[src/rtl/core/bpa_pkg.sv]
package bpa_pkg;

  localparam int PAGES      = 1024;
  localparam int MAP_WORDS  = PAGES / 32;
  localparam int WORD_AW    = $clog2(MAP_WORDS);
  localparam int IDX_W      = $clog2(PAGES);
  localparam int CNT_W      = IDX_W + 1;
  localparam int PAGE_SHIFT = 12;
  localparam int ADDR_W     = 32;
  localparam int CFG_IDX_W  = 2;
  localparam int IN_DATA_W  = 32;
  localparam int OUT_PAY_W  = IDX_W + ADDR_W + CNT_W + CNT_W + 1;
  localparam int OUT_DATA_W = ((OUT_PAY_W + 7) / 8) * 8;

  typedef enum logic [1:0] {
    OP_ALLOC = 2'd0,
    OP_FREE  = 2'd1,
    OP_CLEAR = 2'd2
  } op_e;

  typedef enum logic [1:0] {
    ST_OK         = 2'd0,
    ST_NO_MEM     = 2'd1,
    ST_OUT_REGION = 2'd2
  } status_e;

  typedef enum logic [CFG_IDX_W-1:0] {
    CFG_BASE      = 2'd0,
    CFG_RESERVED  = 2'd1,
    CFG_THRESHOLD = 2'd2
  } cfg_reg_e;

  typedef enum logic [1:0] {
    S_IDLE,
    S_READ,
    S_WRITE
  } state_e;

  typedef struct packed {
    logic [ADDR_W-1:0] base_address;
    logic [CNT_W-1:0]  reserved_pages;
    logic [CNT_W-1:0]  grow_threshold;
  } bpa_cfg_t;

  typedef struct packed {
    status_e           status;
    logic [IDX_W-1:0]  page_num;
    logic [ADDR_W-1:0] alloc_address;
    logic [CNT_W-1:0]  free_count;
    logic [CNT_W-1:0]  high_water;
    logic              grow_request;
  } bpa_result_t;

  // Position of the lowest clear bit; zero when the word is full.
  function automatic logic [4:0] first_zero(input logic [31:0] word);
    logic [4:0] pos;
    pos = 5'd0;
    for (int i = 31; i >= 0; i--) begin
      if (!word[i]) begin
        pos = 5'(i);
      end
    end
    return pos;
  endfunction

  // Contents of map word w right after a clear that reserved r pages.
  function automatic logic [31:0] clear_word(input logic [CNT_W-1:0] r,
                                             input logic [WORD_AW-1:0] w);
    logic [CNT_W:0] lo;
    logic [CNT_W:0] diff;
    logic [31:0]    res;
    lo   = {2'b0, w, 5'b0};
    diff = {1'b0, r} - lo;
    if ({1'b0, r} >= lo + (CNT_W+1)'(32)) begin
      res = '1;
    end else if ({1'b0, r} <= lo) begin
      res = '0;
    end else begin
      res = ~({32{1'b1}} << diff[4:0]);
    end
    return res;
  endfunction

endpackage

[src/rtl/core/bpa_map_ram.sv]
module bpa_map_ram
  import bpa_pkg::*;
(
  input  logic               clk_i,
  input  logic               we_i,
  input  logic [WORD_AW-1:0] waddr_i,
  input  logic [31:0]        wdata_i,
  input  logic               re_i,
  input  logic [WORD_AW-1:0] raddr_i,
  output logic [31:0]        rdata_o
);

  logic [31:0] mem [MAP_WORDS];

  always_ff @(posedge clk_i) begin
    if (we_i) begin
      mem[waddr_i] <= wdata_i;
    end
  end

  always_ff @(posedge clk_i) begin
    if (re_i) begin
      rdata_o <= mem[raddr_i];
    end
  end

endmodule

[src/rtl/core/bpa_ctrl.sv]
module bpa_ctrl
  import bpa_pkg::*;
(
  input  logic              clk_i,
  input  logic              rst_ni,
  input  bpa_cfg_t          cfg_i,
  input  logic              req_valid_i,
  output logic              req_ready_o,
  input  logic [1:0]        req_opcode_i,
  input  logic [ADDR_W-1:0] req_address_i,
  output logic              res_valid_o,
  input  logic              res_ready_i,
  output bpa_result_t       res_o
);

  localparam logic [ADDR_W:0] REGION_SPAN = (ADDR_W+1)'(PAGES - 1) << PAGE_SHIFT;

  state_e state_q, state_d;

  logic [MAP_WORDS-1:0] full_q;
  logic [MAP_WORDS-1:0] row_valid_q;
  logic [CNT_W-1:0]     clr_r_q;
  logic [CNT_W-1:0]     free_q;
  logic [CNT_W-1:0]     hwm_q;

  op_e                  op_q;
  logic [WORD_AW-1:0]   word_q;
  logic [4:0]           bit_q;
  logic                 hit_q;

  logic                 accept;
  logic                 fire;
  logic                 ram_re;
  logic                 ram_we;
  logic [31:0]          ram_rdata;

  // Decode at accept time.
  logic [WORD_AW-1:0]   alloc_word;
  logic                 alloc_any;
  logic [ADDR_W-1:0]    aligned;
  logic [ADDR_W-1:0]    offset;
  logic                 in_region;
  logic [IDX_W-1:0]     free_idx;

  // Modify stage.
  logic [31:0]          cur_word;
  logic [31:0]          new_word;
  logic [4:0]           alloc_bit;
  logic [31:0]          free_mask;
  logic                 was_used;
  logic [IDX_W-1:0]     alloc_idx;
  logic [CNT_W-1:0]     alloc_idx1;
  logic [CNT_W-1:0]     hwm_alloc;
  logic [CNT_W-1:0]     rsv_sat;

  assign accept = req_valid_i && req_ready_o;
  assign fire   = res_valid_o && res_ready_i;

  always_comb begin
    alloc_word = '0;
    alloc_any  = 1'b0;
    for (int i = MAP_WORDS - 1; i >= 0; i--) begin
      if (!full_q[i]) begin
        alloc_word = WORD_AW'(i);
        alloc_any  = 1'b1;
      end
    end
  end

  assign aligned   = {req_address_i[ADDR_W-1:PAGE_SHIFT], {PAGE_SHIFT{1'b0}}};
  assign offset    = aligned - cfg_i.base_address;
  assign in_region = (aligned >= cfg_i.base_address) &&
                     ({1'b0, aligned} <= ({1'b0, cfg_i.base_address} + REGION_SPAN));
  assign free_idx  = offset[PAGE_SHIFT +: IDX_W];

  always_comb begin
    state_d = state_q;
    unique case (state_q)
      S_IDLE:  if (accept) state_d = S_READ;
      S_READ:  state_d = S_WRITE;
      S_WRITE: if (fire) state_d = S_IDLE;
      default: state_d = S_IDLE;
    endcase
  end

  always_comb begin
    req_ready_o = 1'b0;
    ram_re      = 1'b0;
    res_valid_o = 1'b0;
    unique case (state_q)
      S_IDLE:  req_ready_o = 1'b1;
      S_READ:  ram_re      = 1'b1;
      S_WRITE: res_valid_o = 1'b1;
      default: ;
    endcase
  end

  always_ff @(posedge clk_i or negedge rst_ni) begin
    if (!rst_ni) begin
      state_q <= S_IDLE;
    end else begin
      state_q <= state_d;
    end
  end

  always_ff @(posedge clk_i) begin
    if (accept) begin
      op_q <= op_e'(req_opcode_i);
      if (op_e'(req_opcode_i) == OP_FREE) begin
        word_q <= free_idx[IDX_W-1:5];
        bit_q  <= free_idx[4:0];
        hit_q  <= in_region;
      end else begin
        word_q <= alloc_word;
        bit_q  <= '0;
        hit_q  <= alloc_any;
      end
    end
  end

  bpa_map_ram u_map_ram (
    .clk_i   (clk_i),
    .we_i    (ram_we),
    .waddr_i (word_q),
    .wdata_i (new_word),
    .re_i    (ram_re),
    .raddr_i (word_q),
    .rdata_o (ram_rdata)
  );

  // A row not written since the last clear still holds the clear pattern.
  assign cur_word   = row_valid_q[word_q] ? ram_rdata : clear_word(clr_r_q, word_q);
  assign alloc_bit  = first_zero(cur_word);
  assign free_mask  = 32'(1) << bit_q;
  assign was_used   = |(cur_word & free_mask);
  assign alloc_idx  = {word_q, alloc_bit};
  assign alloc_idx1 = {1'b0, alloc_idx} + CNT_W'(1);
  assign hwm_alloc  = (alloc_idx1 >= hwm_q) ? alloc_idx1 : hwm_q;
  assign rsv_sat    = (cfg_i.reserved_pages > CNT_W'(PAGES)) ? CNT_W'(PAGES)
                                                             : cfg_i.reserved_pages;

  always_comb begin
    new_word = cur_word;
    ram_we   = 1'b0;
    case (op_q)
      OP_ALLOC: begin
        new_word = cur_word | (32'(1) << alloc_bit);
        ram_we   = fire && hit_q;
      end
      OP_FREE: begin
        new_word = cur_word & ~free_mask;
        ram_we   = fire && hit_q && was_used;
      end
      default: ;
    endcase
  end

  always_comb begin
    res_o               = '0;
    res_o.status        = ST_OK;
    res_o.free_count    = free_q;
    res_o.high_water    = hwm_q;
    case (op_q)
      OP_ALLOC: begin
        if (hit_q) begin
          res_o.page_num      = alloc_idx;
          res_o.alloc_address = cfg_i.base_address + (ADDR_W'(alloc_idx) << PAGE_SHIFT);
          res_o.free_count    = (free_q != '0) ? free_q - CNT_W'(1) : free_q;
          res_o.high_water    = hwm_alloc;
          res_o.grow_request  = (hwm_alloc == cfg_i.grow_threshold);
        end else begin
          res_o.status = ST_NO_MEM;
        end
      end
      OP_FREE: begin
        if (hit_q) begin
          res_o.page_num = {word_q, bit_q};
          if (was_used && (free_q < CNT_W'(PAGES))) begin
            res_o.free_count = free_q + CNT_W'(1);
          end
        end else begin
          res_o.status = ST_OUT_REGION;
        end
      end
      OP_CLEAR: begin
        res_o.free_count = CNT_W'(PAGES) - rsv_sat;
        res_o.high_water = rsv_sat;
      end
      default: ;
    endcase
  end

  always_ff @(posedge clk_i or negedge rst_ni) begin
    if (!rst_ni) begin
      full_q      <= '0;
      row_valid_q <= '0;
      clr_r_q     <= '0;
      free_q      <= CNT_W'(PAGES);
      hwm_q       <= '0;
    end else if (fire) begin
      free_q <= res_o.free_count;
      hwm_q  <= res_o.high_water;
      if (op_q == OP_CLEAR) begin
        row_valid_q <= '0;
        clr_r_q     <= rsv_sat;
        for (int i = 0; i < MAP_WORDS; i++) begin
          full_q[i] <= ({1'b0, rsv_sat} >= ((CNT_W+1)'(i) << 5) + (CNT_W+1)'(32));
        end
      end else if (ram_we) begin
        row_valid_q[word_q] <= 1'b1;
        full_q[word_q]      <= &new_word;
      end
    end
  end

endmodule

[src/rtl/core/bitmap_page_allocator.sv]
// Channel   Direction  Contents
// s_axis    in         tuser: opcode; tdata: page address
// m_axis    out        tuser: status; tdata: index, address, counts, grow flag
// cfg       in         register index and 32-bit write data, always ready
//
// Each request is decoded in its accept cycle, then its bitmap RAM word is read,
// then modified and written back. The core takes a new request only after the
// previous result has passed from write-back into the output register.
// The output register frees the core while a result waits; a second result
// holds the core in write-back until the first is taken. Reset is asynchronous;
// per-row valid bits make unwritten map rows read as the last clear pattern.
module bitmap_page_allocator
  import bpa_pkg::*;
(
  input  logic                  clk_i,
  input  logic                  rst_ni,

  input  logic                  s_axis_tvalid,
  output logic                  s_axis_tready,
  // [31:0] page_address
  input  logic [IN_DATA_W-1:0]  s_axis_tdata,
  // [1:0] opcode
  input  logic [1:0]            s_axis_tuser,

  output logic                  m_axis_tvalid,
  input  logic                  m_axis_tready,
  // [9:0] page_num, [41:10] alloc_address, [52:42] free_count,
  // [63:53] high_water, [64] grow_request, upper bits zero
  output logic [OUT_DATA_W-1:0] m_axis_tdata,
  // [1:0] status
  output logic [1:0]            m_axis_tuser,

  input  logic                  cfg_valid_i,
  output logic                  cfg_ready_o,
  input  logic [CFG_IDX_W-1:0]  cfg_index_i,
  input  logic [ADDR_W-1:0]     cfg_data_i
);

  // Configuration registers. The user must write them only while the block is idle;
  // the block does not enforce this. The control path reads them directly, without shadow copies.
  bpa_cfg_t cfg_q;

  assign cfg_ready_o = 1'b1;

  always_ff @(posedge clk_i or negedge rst_ni) begin
    if (!rst_ni) begin
      cfg_q.base_address   <= '0;
      cfg_q.reserved_pages <= '0;
      cfg_q.grow_threshold <= CNT_W'(1022);
    end else if (cfg_valid_i && cfg_ready_o) begin
      unique case (cfg_reg_e'(cfg_index_i))
        CFG_BASE:      cfg_q.base_address   <= cfg_data_i;
        CFG_RESERVED:  cfg_q.reserved_pages <= cfg_data_i[CNT_W-1:0];
        CFG_THRESHOLD: cfg_q.grow_threshold <= cfg_data_i[CNT_W-1:0];
        default: ;
      endcase
    end
  end

  logic        res_valid;
  logic        res_ready;
  bpa_result_t res;

  bpa_ctrl u_ctrl (
    .clk_i         (clk_i),
    .rst_ni        (rst_ni),
    .cfg_i         (cfg_q),
    .req_valid_i   (s_axis_tvalid),
    .req_ready_o   (s_axis_tready),
    .req_opcode_i  (s_axis_tuser),
    .req_address_i (s_axis_tdata),
    .res_valid_o   (res_valid),
    .res_ready_i   (res_ready),
    .res_o         (res)
  );

  // Output register: free, or emptied in this same cycle.
  logic        out_valid_q;
  bpa_result_t out_q;

  assign res_ready = !out_valid_q || m_axis_tready;

  always_ff @(posedge clk_i or negedge rst_ni) begin
    if (!rst_ni) begin
      out_valid_q <= 1'b0;
    end else if (res_ready) begin
      out_valid_q <= res_valid;
    end
  end

  always_ff @(posedge clk_i) begin
    if (res_ready && res_valid) begin
      out_q <= res;
    end
  end

  assign m_axis_tvalid = out_valid_q;
  assign m_axis_tuser  = out_q.status;
  assign m_axis_tdata  = {{(OUT_DATA_W - OUT_PAY_W){1'b0}},
                          out_q.grow_request,
                          out_q.high_water,
                          out_q.free_count,
                          out_q.alloc_address,
                          out_q.page_num};

endmodule
[config.mk]
export PLATFORM = sky130hd
export DESIGN_NAME = bitmap_page_allocator
export DESIGN_NICKNAME = d
export VERILOG_FILES = /design/src/rtl/core/bpa_pkg.sv /design/src/rtl/core/bpa_map_ram.sv /design/src/rtl/core/bpa_ctrl.sv /design/src/rtl/core/bitmap_page_allocator.sv
export SDC_FILE = /design/constraint.sdc
export NUM_CORES = 2
export LEC_CHECK = 0
export ABC_AREA = 0
export BUFFER_PORTS_ARGS = -buffer_cell sky130_fd_sc_hd__buf_2
export CORE_ASPECT_RATIO = 0.5
export CORE_MARGIN = 1
export CORE_UTILIZATION = 30
export CTS_CLUSTER_DIAMETER = 120
export DETAILED_ROUTE_END_ITERATION = 16
export GPL_TIMING_DRIVEN = 0
export SLEW_MARGIN = 20
export SYNTH_ARGS = -nofsm -noshare
export SYNTH_HDL_FRONTEND = slang
export SYNTH_SLANG_ARGS = --single-unit
[constraint.sdc]
create_clock -name clk_i -period 11.1 [get_ports clk_i]
set_input_delay 0.555 -clock clk_i [delete_from_list [all_inputs] [get_ports clk_i]]
set_output_delay 0.555 -clock clk_i [all_outputs]
set_load 0.05 [all_outputs]
* After elaboration in Yosys (flattened, before gate mapping)
Memory sizes are Yosys's and may differ from the RTL's. A register that Yosys moved wholly into a read port is not among the register bits.
Index checks and enable logic that the tools add are counted.
** Word-level totals
- Output and inout bits :: 77
- Memories :: 1
- Bits in registers :: 234
- Input bits :: 73
- Bits in writable memories :: 1024
** Memories
- u_ctrl.u_map_ram.mem :: depth 32, bits a word 32, read ports 1, clocked after memory_dff 1, wr ports 1, RTL line bpa_map_ram.sv:13 : logic [31:0] mem [MAP_WORDS];
** Cells by class
- Reduce and logical (&&, ||, !) cells :: 23
- Magnitude comparators :: 41
- Equal/unequal tests :: 10
- Bitwise operators :: 6
- Multiplexer cells :: 132
- Shifts and indexed selects :: 3
- $add $sub $neg :: 9
** Operator list (count)
- 5-bit 2-to-1 mux :: 65
- 32-bit 2-to-1 mux :: 7
- 11-bit by 10-bit greater-or-equal comparator with 1-bit output (second input constant) :: 16
- 11-bit by 9-bit greater-or-equal comparator with 1-bit output (second input constant) :: 8
- 65-bit 2-to-1 mux :: 1
- 32-bit AND :: 2
- 32-bit NOT :: 2
- 32-bit OR :: 2
- 32-bit case mux with 2 select lines :: 1
- 1-bit by 5-bit << shifter with 32-bit output (first input constant) :: 2
- 11-bit 2-to-1 mux :: 5
- 11-bit by 8-bit greater-or-equal comparator with 1-bit output (second input constant) :: 4
- 1-bit 2-to-1 mux :: 41
- 32-bit by 22-bit adder with 33-bit output (second input constant) :: 1
- 32-bit by 33-bit less-or-equal comparator with 1-bit output :: 1
- 11-bit case mux with 3 select lines :: 1
- 32-bit by 22-bit adder with 32-bit output :: 1
- 32-bit bitwise mux :: 1
- 32-bit greater-or-equal comparator :: 1
- 32-bit AND reduction :: 1
- 32-bit OR reduction :: 1
- 32-bit by 5-bit << shifter with 32-bit output (first input constant) :: 1
- 12-bit case mux with 2 select lines :: 1
- 11-bit greater-or-equal comparator :: 2
- other kinds (33) :: 56

* Depth between registers and ports, before layout
- Word-level depth :: 45
- Depth in mapped cells :: 35
- Depth with buffers taken out :: 29

* Hierarchy
A second synthesis with hierarchy kept.
** Second synthesis, totals
- Cells, all modules :: 4372
- Area, all modules :: 58637.5 um^2
** By module, submodules not included
- bpa_map_ram :: area an instance 40805.4 um^2, cells each 2260, times used 1, sequential area each 31710.4 um^2
- bpa_ctrl :: area an instance 13660.6 um^2, cells each 1915, times used 1, sequential area each 2869.0 um^2
- bitmap_page_allocator :: area an instance 4171.5 um^2, cells each 197, times used 1, sequential area each 3399.5 um^2

* Worst setup path before layout
Ideal clock, no wire load.
- Path kind :: flip-flop to flip-flop
- Start point :: reg u_ctrl.word_q[0]
- End point :: reg u_ctrl.full_q[0]
- Buffers on the path :: 6
- Stages on the path, launching flop included :: 29
- Clock period less this slack :: 8169 ps
- Arrival :: 8083 ps
- Slack :: 2931 ps
- Path through :: edfxtp_1 -> buf_4 -> buf_2 -> clkinv_1 -> nor3_1 -> xnor2_1 -> ha_1 -> a211oi_1 -> o221ai_2 -> a21oi_2 -> clkbuf_1 -> clkbuf_1 -> a22oi_1 -> mux2i_1 -> a31oi_1 -> or4_1 -> a21oi_2 -> o22ai_1 -> inv_1 -> ha_1 -> nand2_1 -> o41ai_1 -> nand4_1 -> nor4_1 -> nand4_1 -> or3_1 -> buf_2 -> buf_2 -> o21ai_1
** On the way
- Cells in the longest elaborated chain, start to end :: 43
- Elaborated cells between the ends (all ways) :: 59
- Those cells by class :: add/sub: 1; order compare: 4; shift: 1; mux: 44; bitwise: 3; reduce/logical: 6
** RTL lines
- from (decl) :: RTL line bpa_ctrl.sv:27 : logic [WORD_AW-1:0] word_q;
- from (signal assigned) :: RTL line bpa_ctrl.sv:110 : word_q <= free_idx[IDX_W-1:5];
- from (signal assigned) :: RTL line bpa_ctrl.sv:114 : word_q <= alloc_word;
- 10-bit by 6-bit adder with 11-bit output or 11-bit by 10-bit less-or-equal comparator with 1-bit output (tied branches) :: RTL line bpa_pkg.sv:74, bpa_pkg.sv:76
- 11-bit greater-or-equal comparator or 32-bit 2-to-1 mux (tied branches) :: RTL line bpa_pkg.sv:74, bpa_pkg.sv:76
- 32-bit 2-to-1 mux :: RTL line bpa_pkg.sv:74 : if ({1'b0, r} >= lo + (CNT_W+1)'(32)) begin
- 32-bit 2-to-1 mux (*) :: RTL line bpa_ctrl.sv:132 : assign cur_word = row_valid_q[word_q] ? ram_rdata : clear_word(clr_r_q, word_q);
- 5-bit 2-to-1 mux (32 in a row) :: RTL line bpa_pkg.sv:59 : if (!word[i]) begin
- 1-bit by 5-bit << shifter with 32-bit output :: RTL line bpa_ctrl.sv:147 : new_word = cur_word | (32'(1) << alloc_bit);
- 32-bit OR :: RTL line bpa_ctrl.sv:147
- 32-bit case mux with 2 select lines (*) :: RTL line bpa_ctrl.sv:145 : case (op_q)
- net u_ctrl.new_word[28] :: RTL line bpa_ctrl.sv:47 : logic [31:0] new_word;
- 32-bit AND reduction (*) :: RTL line bpa_ctrl.sv:211 : full_q[word_q] <= &new_word;
- 32-bit bitwise mux (*) :: RTL line bpa_ctrl.sv:211
- 32-bit 2-to-1 mux (*) :: RTL line bpa_ctrl.sv:209 : end else if (ram_we) begin
- 32-bit 2-to-1 mux (*) :: RTL line bpa_ctrl.sv:203 : if (op_q == OP_CLEAR) begin
- to (signal, indexed assignment) :: RTL line bpa_ctrl.sv:207 : full_q[i] <= ({1'b0, rsv_sat} >= ((CNT_W+1)'(i) << 5) + (CNT_W+1)'(32));
- to (signal, indexed assignment) :: RTL line bpa_ctrl.sv:211
- to (decl) :: RTL line bpa_ctrl.sv:20 : logic [MAP_WORDS-1:0] full_q;
The timed path passes the listed nets; every way through them passes the cells marked *. The select of a mux whose other input is x is not followed.
A chain may end at the register's enable or synchronous reset.

* Worst setup path after layout
- Start point :: reg u_ctrl.word_q[2]
- End point :: reg out_q (netlist bit m_axis_tdata[64]), data pin
** On the way
- Cells in the longest elaborated chain, start to end :: 40
- Elaborated cells between the ends (all ways) :: 44
- Those cells by class :: add/sub: 2; order compare: 3; eq/ne: 1; mux: 38
** RTL lines
- 10-bit by 6-bit adder with 11-bit output or 11-bit by 10-bit less-or-equal comparator with 1-bit output (tied branches) :: RTL line bpa_pkg.sv:74, bpa_pkg.sv:76
- 11-bit greater-or-equal comparator or 32-bit 2-to-1 mux (tied branches) :: RTL line bpa_pkg.sv:74, bpa_pkg.sv:76
- 32-bit 2-to-1 mux :: RTL line bpa_pkg.sv:74
- 32-bit 2-to-1 mux :: RTL line bpa_ctrl.sv:132
- 5-bit 2-to-1 mux (32 in a row) :: RTL line bpa_pkg.sv:59
- 10-bit by 1-bit adder with 11-bit output (*) :: RTL line bpa_ctrl.sv:137 : assign alloc_idx1 = {1'b0, alloc_idx} + CNT_W'(1);
- 11-bit greater-or-equal comparator :: RTL line bpa_ctrl.sv:138 : assign hwm_alloc = (alloc_idx1 >= hwm_q) ? alloc_idx1 : hwm_q;
- 11-bit 2-to-1 mux (*) :: RTL line bpa_ctrl.sv:138
- 11-bit equality test (*) :: RTL line bpa_ctrl.sv:170 : res_o.grow_request = (hwm_alloc == cfg_i.grow_threshold);
- to (signal assigned) :: RTL line bitmap_page_allocator.sv:93 : out_q <= res;
- to (decl) :: RTL line bitmap_page_allocator.sv:79 : bpa_result_t out_q;
Every way passes the cells marked *; elsewhere a longest branch is shown, timed or not. The select of a mux whose other input is x is not followed.

==> results.ini <==
[worst_setup_path]
reg2reg_from=u_ctrl.word_q[2]
cp-end-kind=flip-flop
crit_path_start_kind=flip-flop
slowest_stage=or4_1
max_stage_delay_ns=0.74
worst-setup-path-type=reg2reg
arrival_ns=11.31
path_max_fanout=19
crit_family=buffers and inverters
startpoint=u_ctrl.word_q[2]
crit_required_ns=11.57
cpMostUsedCell=ha_1
cp_num_buf_inv=7

[detailed_routing]
ant_nets=0
first_pass_iters=14
wl_mm=193.3
via_count=37386
via_per_inst=5.537
drc=2
avgRoutedWirePerCell_microns=28.63
first_iter_violations=4571

[logic_synthesis]
synth-simple-area-share_pct=7.239
synth_xor_area_share_pct=1.227
ys_top_cells_by_area=edfxtp_1, mux4_2, dfrtp_1, nand2_1, ha_1
synth_area_sq_mm=0.05711
synth.top_cell.area_share_pct=59.73
yosysSeqAreaShare_pct=66.50
async_reset_ff_share_pct=11.94
yosys.cell_types.count=100
muxShareOfSynthArea_pct=12.88
synth_ff_type=edfxtp_1
yosysWarnings=0
synth_top_family_by_area=multiplexers
synth-compound-area-share_pct=7.959
ys_ff_latch=1290
synth-edff-count=1136
avgSynthCellArea_sq_um=15.43
synthAdderAreaFrac_pct=1.919
syn_inst=3702
synth_top_cell_by_area=edfxtp_1

[die]
placementRows=112
io_pins=150
start_util_pct=30.41
core-area_sq_mm=0.1878
die_h_microns=310.5
die_area_sq_mm=0.1922
die_w_microns=619.0

[status]
outcome=finished, violations left
violations=design-rule violations

[placement]
hpwlAfterDp_mm=140.5
place_ws_ns=-0.9095
port_buffers=129
place_congestion=0.9280

[timing]
whs_ns=0.04577
slew_violations=0
rsz0062_at_grt=no
tns_ns=0
timing.fmax_ghz=0.09229
period_needed_ns=10.84
slew_headroom_pct=18.48
skew_ns=0.05702
hold_viol=0
setup_viol=0
setup_slack_ns=0.2647
final.period_utilization_pct=97.62
worst_pin_slew_ns=1.223

[global_routing]
grt_max_degree=91
track_usage_pct=19.80
antenna_found_initial=12
grt_first_pass_wirelength_mm=274.1
grt_overflow=0
first_global_vias=36706

[pwr]
p_leak_nw=22.67
peakVddDrop_v=0.0002057
power_density_mw_per_mm2=256.3

[clock_network]
clock_latency_ns=0.79
clockBufferDepth=3
cts_root_buf=clkbuf_16
numCtsBuffers=121
tritoncts=built
cts.sinks=1290
clk_pin_slew_ns=0.07
ctsHtreeMaxLevel=3
postCtsSetupRepairBufs=0

[final_layout]
nets=4299
area_delta_synth_final_pct=17.61
fillerInstances=17711
drive_above_1_share_pct=23.23
fin_util_pct=35.77

[hold_path]
hp-class=in2reg
holdCritStartpoint=cfg_data_i[19]

[flow_run]
drv_cap=0

-- flip-flops by register name, summed over array words and instances, names as in the netlist --
register,cells
u_ctrl.hit_q,1
u_ctrl.bit_q,5
u_ctrl.state_q,2
u_ctrl.word_q,5
cfg_q,54
u_ctrl.hwm_q,11
u_ctrl.u_map_ram.rdata_o,32
m_axis_tdata,65
u_ctrl.free_q,11
m_axis_tvalid,1
u_ctrl.clr_r_q,11
u_ctrl.op_q,2
u_ctrl.row_valid_q,32
m_axis_tuser,2
u_ctrl.u_map_ram.mem,1024
u_ctrl.full_q,32
-- worst register-to-register path: stages (launching register included) --
cell,delay (ns)
edfxtp_1,0.45
buf_2,0.50
inv_1,0.34
clkdlybuf4s15_1,0.72
clkbuf_2,0.53
ha_1,0.40
nand4b_1,0.13
a21oi_1,0.16
o21ai_0,0.31
clkbuf_1,0.43
nand2_1,0.20
mux2i_1,0.71
a2111oi_1,0.20
a221oi_2,0.63
a21oi_2,0.23
o22ai_4,0.49
ha_1,0.33
inv_1,0.05
or4_1,0.74
nor4_1,0.36
xnor2_1,0.20
ha_1,0.34
o221ai_1,0.12
a21oi_1,0.31
clkbuf_1,0.55
mux2i_1,0.33
xnor2_1,0.16
a2111oi_4,0.66
-- final cells by class --
cell class              instances  area (sq um)  area share, %
flip-flops and latches       1290         37980          56.54
multi-input cells            2109         18390          27.38
clock buffers                 142          3201          4.765
well taps                    2508          3138          4.672
repair buffers                309          2295          3.416
plain buffers                 215         978.4          1.457
clock inverters                83         824.5          1.228
inverters                      93         352.8         0.5253
diodes                          3         7.507        0.01118
-- path summary, 6_finish.rpt --
path,to,slack [ns],cells past startpoint
max,m_axis_tdata[64],0.26,27
min,cfg_q[41],0.05,3
max reg2reg,m_axis_tdata[64],0.26,27
min reg2reg,u_ctrl.row_valid_q[20],0.49,1
max in group asynchronous,cfg_q[4],9.77,3
min in group asynchronous,u_ctrl.state_q[0],0.35,2
-- cell usage in the layout, fill, tap and decap left out, drive strengths merged, types with 36 or more instances in the layout --
cell / instances
inv: 95
dfrtp: 144
nand3: 55
mux4: 259
clkbuf: 284
o21ai: 155
ha: 86
nor2: 197
a21oi: 88
mux2i: 89
a22oi: 80
edfxtp: 1136
nand2: 332
nand4: 39
nor3: 71
mux2: 55
xnor2: 70
buf: 374
and3: 36
clkinv: 61
-- timing repair --
item	4_1_cts	5_1_grt
hold endpoints to repair	70	0
endpoints found under the setup margin	14	5
resized for setup	4	5
hold buffers	7	0
-- cell families (layout without fill, tap and decap cells) --
| family | Yosys count | in the layout |
|---|---|---|
| compound gates | 652 | 652 |
| xor+xnor | 80 | 80 |
| fa+ha+maj | 87 | 87 |
| buf+inv | 309 | 842 |
| flops | 1290 | 1290 |
| mux | 403 | 403 |
| other cells | 2 | 11 |
| simple gates | 879 | 879 |
-- metrics by stage --
stage	area, sq um	power (W)	instances
2_1_floorplan	57130	0.01029	3708
3_3_place_gp	60920	0.01249	6345
3_5_place_dp	63010	0.01292	6518
4_1_cts	67120	0.01716	6749
5_1_grt	67160	0.01781	6750
6_report	67170	0.01722	6752
-- synthesized netlist by cell type (all sizes together), types with 10 or more instances --
cell type / number
a21oi: 88
dfrtp: 144
o21bai: 14
o2111ai: 33
nor4: 24
xnor2: 70
xor2: 10
o22ai: 19
o21ai: 155
and3: 36
dfstp: 10
or2: 11
a211oi: 19
nand2b: 22
or4: 11
nand4: 39
ha: 86
nand2: 332
nand3: 55
nor3: 71
nor2: 197
nor2b: 18
edfxtp: 1136
mux2: 55
mux4: 259
o21a: 32
a31oi: 24
o32ai: 14
or3: 19
o211ai: 27
and2: 16
inv: 91
a21o: 31
clkbuf: 137
buf: 79
o31ai: 24
a22oi: 80
mux2i: 89
-- power breakdown --
part           switching (W)  total, W  leakage [nW]  internal, W
sequential          0.000275   0.00691          12.2      0.00663
clock                0.00190   0.00425          1.96      0.00235
combinational        0.00421   0.00606          8.49      0.00186
-- layer usage --
| layer | part of all wire, % | global-route usage [%] | wire length, microns |
|---|---|---|---|
| met1 | 42 | 27.73 | 80860 |
| met5 | 0.034 | 0 | 65 |
| met4 | 3.4 | 6.358 | 6489 |
| met2 | 46 | 31.15 | 88450 |
| met3 | 9.0 | 3.558 | 17430 |
Power figures use the tool's default switching activity.
